**config.mk**
```make
export PLATFORM = sky130hd
export DESIGN_NAME = xtea_block_cipher
export DESIGN_NICKNAME = d
export VERILOG_FILES = /design/src/hw/rtl/xtea_pkg.sv /design/src/hw/rtl/xtea_ctrl.sv /design/src/hw/rtl/xtea_datapath.sv /design/src/hw/rtl/xtea_block_cipher.sv
export SDC_FILE = /design/constraint.sdc
export NUM_CORES = 2
export LEC_CHECK = 0
export BUFFER_PORTS_ARGS = -buffer_cell sky130_fd_sc_hd__clkbuf_2
export CAP_MARGIN = 20
export CORE_AREA = 2 2 284 286
export CTS_CLUSTER_SIZE = 25
export DETAILED_ROUTE_END_ITERATION = 6
export DIE_AREA = 0 0 286 288
export PLACE_DENSITY = 0.67
export SYNTH_ARGS = -nofsm -noshare
export SYNTH_HDL_FRONTEND = slang
export SYNTH_SLANG_ARGS = --single-unit
export TNS_END_PERCENT = 30
```
**constraint.sdc**
```tcl
create_clock -name clk -period 12.3 [get_ports clk]
set_clock_uncertainty 0.15 [all_clocks]
set_input_delay 1.23 -clock clk [delete_from_list [all_inputs] [get_ports clk]]
set_output_delay 1.23 -clock clk [all_outputs]
set_load 0.01 [all_outputs]
```
**src/hw/rtl/xtea_pkg.sv**
```systemverilog
// Shared types, constants and round functions for the XTEA block cipher.
`default_nettype none

package xtea_pkg;

  localparam logic [31:0] DELTA      = 32'h9E37_79B9;
  localparam int          KEY_SHIFT  = 11;
  localparam int          WORD_W     = 32;
  localparam int          ROUND_W    = 7;
  localparam int          CFG_IDX_W  = 3;

  localparam logic [ROUND_W-1:0] ROUND_RESET = 7'd32;
  // delta times the reset round count, modulo 2^32
  localparam logic [WORD_W-1:0]  DEC_SUM_RESET = WORD_W'(DELTA * 32'd32);

  // configuration register indexes
  localparam logic [CFG_IDX_W-1:0] REG_KEY0  = 3'd0;
  localparam logic [CFG_IDX_W-1:0] REG_KEY1  = 3'd1;
  localparam logic [CFG_IDX_W-1:0] REG_KEY2  = 3'd2;
  localparam logic [CFG_IDX_W-1:0] REG_KEY3  = 3'd3;
  localparam logic [CFG_IDX_W-1:0] REG_ROUND = 3'd4;

  // operation codes
  localparam logic FUNC_ENC = 1'b0;
  localparam logic FUNC_DEC = 1'b1;

  typedef struct packed {
    logic              func;
    logic [WORD_W-1:0] block_first;
    logic [WORD_W-1:0] block_second;
  } in_t;

  typedef struct packed {
    logic [WORD_W-1:0] result_first;
    logic [WORD_W-1:0] result_second;
  } out_t;

  typedef enum logic [1:0] {
    ST_IDLE,
    ST_ROUND,
    ST_FLUSH
  } state_t;

  typedef struct packed {
    logic load;      // capture a request and reset the round counter
    logic step;      // run one Feistel cycle
    logic load_out;  // move the finished block into the output register
  } cmd_t;

  typedef struct packed {
    logic rounds_zero; // configured round count is zero
    logic last_round;  // one Feistel cycle left
    logic out_free;    // output register can take a block this cycle
  } sts_t;

  function automatic logic [WORD_W-1:0] mix(input logic [WORD_W-1:0] w);
    mix = ((w << 4) ^ (w >> 5)) + w;
  endfunction

  // one half-round term: mixed word xor (sum + key word)
  function automatic logic [WORD_W-1:0] half_term(input logic [WORD_W-1:0] w,
                                                  input logic [WORD_W-1:0] sum,
                                                  input logic [WORD_W-1:0] key);
    half_term = mix(w) ^ (sum + key);
  endfunction

endpackage

`default_nettype wire

```
**src/hw/rtl/xtea_ctrl.sv**
```systemverilog
// Sequencing state machine for the XTEA block cipher.
`default_nettype none

module xtea_ctrl (
  input  wire logic             clk,
  input  wire logic             rst,
  input  wire logic             in_valid,
  output logic                  in_stall,
  input  wire xtea_pkg::sts_t   sts,
  output xtea_pkg::cmd_t        cmd
);

  xtea_pkg::state_t state;
  xtea_pkg::state_t state_next;

  always_ff @(posedge clk) begin
    if (rst) begin
      state <= xtea_pkg::ST_IDLE;
    end else begin
      state <= state_next;
    end
  end

  always_comb begin
    state_next = state;
    case (state)
      xtea_pkg::ST_IDLE: begin
        if (in_valid) begin
          state_next = sts.rounds_zero ? xtea_pkg::ST_FLUSH : xtea_pkg::ST_ROUND;
        end
      end
      xtea_pkg::ST_ROUND: begin
        if (sts.last_round) begin
          state_next = xtea_pkg::ST_FLUSH;
        end
      end
      xtea_pkg::ST_FLUSH: begin
        if (sts.out_free) begin
          state_next = xtea_pkg::ST_IDLE;
        end
      end
      default: begin
        state_next = xtea_pkg::ST_IDLE;
      end
    endcase
  end

  always_comb begin
    in_stall     = 1'b1;
    cmd.load     = 1'b0;
    cmd.step     = 1'b0;
    cmd.load_out = 1'b0;
    case (state)
      xtea_pkg::ST_IDLE: begin
        in_stall = 1'b0;
        cmd.load = in_valid;
      end
      xtea_pkg::ST_ROUND: begin
        cmd.step = 1'b1;
      end
      xtea_pkg::ST_FLUSH: begin
        cmd.load_out = sts.out_free;
      end
      default: begin
        in_stall = 1'b1;
      end
    endcase
  end

endmodule

`default_nettype wire

```
**src/hw/rtl/xtea_datapath.sv**
```systemverilog
// Key and round registers, Feistel round unit and output register for XTEA.
`default_nettype none

module xtea_datapath (
  input  wire logic                                clk,
  input  wire logic                                rst,
  input  wire logic                                cfg_wr,
  input  wire logic [xtea_pkg::CFG_IDX_W-1:0]      cfg_index,
  input  wire logic [xtea_pkg::WORD_W-1:0]         cfg_data,
  input  wire xtea_pkg::in_t                       in_data,
  input  wire xtea_pkg::cmd_t                      cmd,
  output xtea_pkg::sts_t                           sts,
  output logic                                     out_valid,
  input  wire logic                                out_stall,
  output xtea_pkg::out_t                           out_data
);

  logic [xtea_pkg::WORD_W-1:0]  key [4];
  logic [xtea_pkg::ROUND_W-1:0] round_count;
  logic [xtea_pkg::WORD_W-1:0]  dec_sum;

  logic                         func;
  logic [xtea_pkg::WORD_W-1:0]  v0;
  logic [xtea_pkg::WORD_W-1:0]  v1;
  logic [xtea_pkg::WORD_W-1:0]  sum;
  logic [xtea_pkg::ROUND_W-1:0] count;

  logic [xtea_pkg::WORD_W-1:0]  v0_next;
  logic [xtea_pkg::WORD_W-1:0]  v1_next;
  logic [xtea_pkg::WORD_W-1:0]  sum_next;

  // configuration; the decryption start sum is worked out at write time
  always_ff @(posedge clk) begin
    if (rst) begin
      key[0]      <= '0;
      key[1]      <= '0;
      key[2]      <= '0;
      key[3]      <= '0;
      round_count <= xtea_pkg::ROUND_RESET;
      dec_sum     <= xtea_pkg::DEC_SUM_RESET;
    end else if (cfg_wr) begin
      case (cfg_index)
        xtea_pkg::REG_KEY0:  key[0] <= cfg_data;
        xtea_pkg::REG_KEY1:  key[1] <= cfg_data;
        xtea_pkg::REG_KEY2:  key[2] <= cfg_data;
        xtea_pkg::REG_KEY3:  key[3] <= cfg_data;
        xtea_pkg::REG_ROUND: begin
          round_count <= cfg_data[xtea_pkg::ROUND_W-1:0];
          dec_sum     <= xtea_pkg::WORD_W'(xtea_pkg::DELTA *
                         xtea_pkg::WORD_W'(cfg_data[xtea_pkg::ROUND_W-1:0]));
        end
        default: begin
          // drop writes beyond the register list
        end
      endcase
    end
  end

  // one full Feistel cycle, forward or backward
  always_comb begin
    if (func == xtea_pkg::FUNC_ENC) begin
      sum_next = sum + xtea_pkg::DELTA;
      v0_next  = v0 + xtea_pkg::half_term(v1, sum, key[sum[1:0]]);
      v1_next  = v1 + xtea_pkg::half_term(v0_next, sum_next,
                 key[sum_next[xtea_pkg::KEY_SHIFT+1:xtea_pkg::KEY_SHIFT]]);
    end else begin
      sum_next = sum - xtea_pkg::DELTA;
      v1_next  = v1 - xtea_pkg::half_term(v0, sum,
                 key[sum[xtea_pkg::KEY_SHIFT+1:xtea_pkg::KEY_SHIFT]]);
      v0_next  = v0 - xtea_pkg::half_term(v1_next, sum_next, key[sum_next[1:0]]);
    end
  end

  always_ff @(posedge clk) begin
    if (cmd.load) begin
      func  <= in_data.func;
      v0    <= in_data.block_first;
      v1    <= in_data.block_second;
      sum   <= (in_data.func == xtea_pkg::FUNC_DEC) ? dec_sum : '0;
      count <= round_count;
    end else if (cmd.step) begin
      v0    <= v0_next;
      v1    <= v1_next;
      sum   <= sum_next;
      count <= count - xtea_pkg::ROUND_W'(1);
    end
  end

  always_ff @(posedge clk) begin
    if (rst) begin
      out_valid <= 1'b0;
    end else if (cmd.load_out) begin
      out_valid <= 1'b1;
    end else if (!out_stall) begin
      out_valid <= 1'b0;
    end
  end

  always_ff @(posedge clk) begin
    if (cmd.load_out) begin
      out_data.result_first  <= v0;
      out_data.result_second <= v1;
    end
  end

  assign sts.rounds_zero = (round_count == '0);
  assign sts.last_round  = (count == xtea_pkg::ROUND_W'(1));
  assign sts.out_free    = !out_valid || !out_stall;

endmodule

`default_nettype wire

```
**src/hw/rtl/xtea_block_cipher.sv**
```systemverilog
// Top level of the XTEA block cipher: 64-bit block, 128-bit key, iterative round unit.
`default_nettype none

// Channel   Direction  Handshake              Payload
// in        request    in_valid / in_stall    in_data   (func, block_first, block_second)
// out       result     out_valid / out_stall  out_data  (result_first, result_second)
// cfg       write      cfg_valid / cfg_ready  cfg_index, cfg_data
//
// Flow: a request is captured, runs one Feistel cycle per clock through the single round
//   unit, then is handed off to the output register.
// One request is in flight at a time; in_stall is high from capture until hand-off.
// The output register frees the round unit: a finished block waits there while the
//   next request is captured, but a second finished block waits in the round unit.
// Reset (synchronous, rst high) clears the key to zero and round_count to 32.
// Configuration writes are always accepted; write them only while the block is idle.

module xtea_block_cipher (
  input  wire logic                           clk,
  input  wire logic                           rst,
  input  wire logic                           cfg_valid,
  output logic                                cfg_ready,
  input  wire logic [xtea_pkg::CFG_IDX_W-1:0] cfg_index,
  input  wire logic [xtea_pkg::WORD_W-1:0]    cfg_data,
  input  wire logic                           in_valid,
  output logic                                in_stall,
  input  wire xtea_pkg::in_t                  in_data,
  output logic                                out_valid,
  input  wire logic                           out_stall,
  output xtea_pkg::out_t                      out_data
);

  xtea_pkg::cmd_t cmd;
  xtea_pkg::sts_t sts;

  // registers take a write in any cycle
  assign cfg_ready = 1'b1;

  // sequence capture, rounds and hand-off
  xtea_ctrl u_ctrl (
    .clk      (clk),
    .rst      (rst),
    .in_valid (in_valid),
    .in_stall (in_stall),
    .sts      (sts),
    .cmd      (cmd)
  );

  // hold key and round count, run the rounds, hold the result
  xtea_datapath u_datapath (
    .clk       (clk),
    .rst       (rst),
    .cfg_wr    (cfg_valid && cfg_ready),
    .cfg_index (cfg_index),
    .cfg_data  (cfg_data),
    .in_data   (in_data),
    .cmd       (cmd),
    .sts       (sts),
    .out_valid (out_valid),
    .out_stall (out_stall),
    .out_data  (out_data)
  );

  // a captured request keeps the input side stalled in the next cycle
  a_busy_after_accept: assert property (@(posedge clk) disable iff (rst)
    (in_valid && !in_stall) |=> in_stall)
    else $error("input not stalled after a request was captured");

  // a hand-off always shows up as a valid result
  a_load_gives_valid: assert property (@(posedge clk) disable iff (rst)
    cmd.load_out |=> out_valid)
    else $error("hand-off did not raise out_valid");

  // a result appears only through a hand-off
  a_valid_from_load: assert property (@(posedge clk) disable iff (rst)
    $rose(out_valid) |-> $past(cmd.load_out))
    else $error("out_valid rose without a hand-off");

  // never run a round and capture a request at once
  a_cmd_exclusive: assert property (@(posedge clk) disable iff (rst)
    cmd.load |-> (!cmd.step && !cmd.load_out))
    else $error("capture overlaps round or hand-off");

endmodule

`default_nettype wire

```
==> metrics.md <==
| Metric | Value |
|---|---|
| Outcome | completed |
| Chip Height | 288 um |
| Hold Path Class | reg2reg |
| H-Tree Depth | 2 |
| Syn Inst Count | 4,199 |
| Crit path kind | reg2reg |
| ANT nets after route | 0 |
| DRC Markers | 0 |
| CP max-delay cell | xor2_1 |
| Fmax | 89.8 MHz |
| Sequential share of the synthesized area | 24.7% |
| Hold-fix buffers at CTS | 0 |
| Synth warn | 0 |
| Post-CTS resize count | 0 |
| Register area | 9750 sq um |
| Reg2reg path depth | 45 |
| Final net count | 4,967 |
| Sinks on Clock Net | 339 |
| CTS buffer count | 41 |
| PortBufs | 170 |
| CP Capture Type | register |
| Routed WL per cell | 25.4 um |
| Setup TNS | 0 ns |
| Synth area leaders | edfxtp_1, ha_1, xnor2_1 |
| Largest fanout on the critical path | 8 |
| GPL Wtd Cong | 1.02 |
| Root buffer selected by CTS | clkbuf_16 |
| Syn_nets | 4,816 |
| Dominant cell type by area after synthesis | edfxtp_1 |
| Drt initial violations | 3,712 |
| Die ar. | 82,400 sq um |
| Clock Path Buffers | 3 |
| Final WL | 138 mm |
| Largest net degree at the start of global routing | 68 |
| Crit path DAT | 11.33 ns |
| Synth-to-Final Area Change | 8.93% |
| Vias post-DR | 34,380 |
| Initial antenna violation count | 13 |
| Ports | 172 |
| Max-cap viol count | 0 |
| Number of global-route vias before repair | 32,390 |
| CTS tree | yes |
| Initial core utilization | 49.5% |
| Max-slew headroom | 30.8% |
| Synth async-reset ratio | 0% |
| RSZ-0062 raised after global routing | false |
| Hpwl dp | 111 mm |
| CP peak stage delay | 0.60 ns |
| Postcts setup bufs | 0 |
| Yosys cell types | 93 |
| Worst hold stages | 2 |
| EDFF count, synth | 296 |
| Mean post-synth cell area | 9.39 sq um |
| Multi-input logic area | 28,600 sq um |
| Final hold vios | 0 |
| Die outline width | 286 um |
| Seq cells post-synth | 339 |
| Worst-Skew Late Latency | 0.61 ns |
| Avg Vias per Cell | 6.31 |
| Crit share post-route | 90.5% |
| Remaining global-route overflow | 0 |
| Clk slew on worst S/H paths | 0.06 ns |
| Synthesized area | 39,400 sq um |
| Fillers | 7,298 |
| 1st-pass router iterations | 5 |
| Layout cells sized above 1 | 10.8% |
| Yosys top cell area share | 22.5% |
| Most used cell, CP | a21o_1 |
| Pin slew with the least headroom to its limit | 1.04 ns |
| Count of pins over their slew limit | 0 |
| Core Area | 79,600 sq um |
| Top_reg_cell synth | edfxtp_1 |
| First-pass GRT wire length | 203 mm |
| Startpoint Class | register |
| GRT Util Overall | 32.7% |
| Final setup vio count | 0 |
| Count leader, synth | ha_1 |
| Synth top cells by count | ha_1, xnor2_1, a21oi_1 |
| Site Rows | 104 |
| Post-layout minimum cycle time | 11.14 ns |
| Critical path data required time | 12.49 ns |
cells in the final DEF, fill, tap and decap left out, types with 127 or more instances in the layout:
cell,synthesis,final
ha_1,455,455
xnor2_1,412,412
a21oi_1,395,394
edfxtp_1,296,296
nand2_1,270,269
nor2_1,238,238
xor2_1,237,237
a21o_1,208,208
inv_1,173,170
clkbuf_2,0,170
o21ai_0,167,167
and2_1,137,137
mux4_2,127,127
final timing paths:
kind                               start                      to  slack, ns
hold reg to reg   u_datapath.dec_sum[15]  u_datapath.dec_sum[15]       0.31
setup reg to reg                register       u_datapath.v1[31]       1.16
hold / removal    u_datapath.dec_sum[15]  u_datapath.dec_sum[15]       0.31
setup / recovery                register       u_datapath.v1[31]       1.16
metrics by stage:
stage	std cells	hold WS, ns	setup slack, ns	util [%]	cell area (sq um)
finish	5445	0.306	1.16	53.9	43000
global route	5444	0.325	0.618	53.9	43000
CTS	5440	0.306	1.34	53.9	42900
detailed placement	5365	0.299	1.38	52.3	41600
global placement	5365	0.291	1.49	52.3	41600
floorplan	4199	0.282	2.33	-	39400
flip-flops by register name, summed over array words and instances (netlist names), 2 cells and up, named ones only:
register                count
u_datapath.key            128
u_datapath.out_data        64
u_datapath.dec_sum         32
u_datapath.sum             32
u_datapath.v0              32
u_datapath.v1              32
u_datapath.count            7
u_datapath.round_count      4
u_ctrl.state                2
metal layers:
| metal | GRT usage [%] | wire length [um] |
|---|---|---|
| met5 | 0 | 115 |
| met4 | 9.11 | 4100 |
| met3 | 5.08 | 13400 |
| met2 | 51.0 | 60900 |
| met1 | 47.0 | 59600 |
cell type report:
cell class / instances / share of cell area, %
well taps: 1060 / 3.09
flip-flops and latches: 339 / 22.7
repair buffers: 228 / 3.08
clock buffers: 55 / 2.56
diodes: 3 / 0.0175
multi-input cells: 3566 / 66.6
inverters: 174 / 1.54
clock inverters: 20 / 0.393
logic make-up after synthesis:
| kind of cell | Yosys count | synth area share [%] |
|---|---|---|
| muxes | 173 | 8.44 |
| other | 1 | 0.00951 |
| adders and majority gates | 512 | 17.3 |
| DFF | 339 | 24.7 |
| AOI/OAI and AO/OA | 1173 | 18.9 |
| and+or+nand+nor | 1054 | 13.2 |
| buffers and inverters | 294 | 2.83 |
| xor gates and xnor gates | 653 | 14.6 |
critical path, delay by kind of cell (launching register included):
| kind | cells | cell delay, ns |
|---|---|---|
| fa+ha+maj | 5 | 1.72 |
| mux | 2 | 0.78 |
| compound gates | 20 | 4.28 |
| simple gates | 10 | 1.57 |
| xor+xnor | 8 | 1.87 |
| flops | 1 | 0.48 |
Power is left out: the tool's default activity adds up to more than one toggle a clock period on the data nets, which glitch-free logic cannot reach.
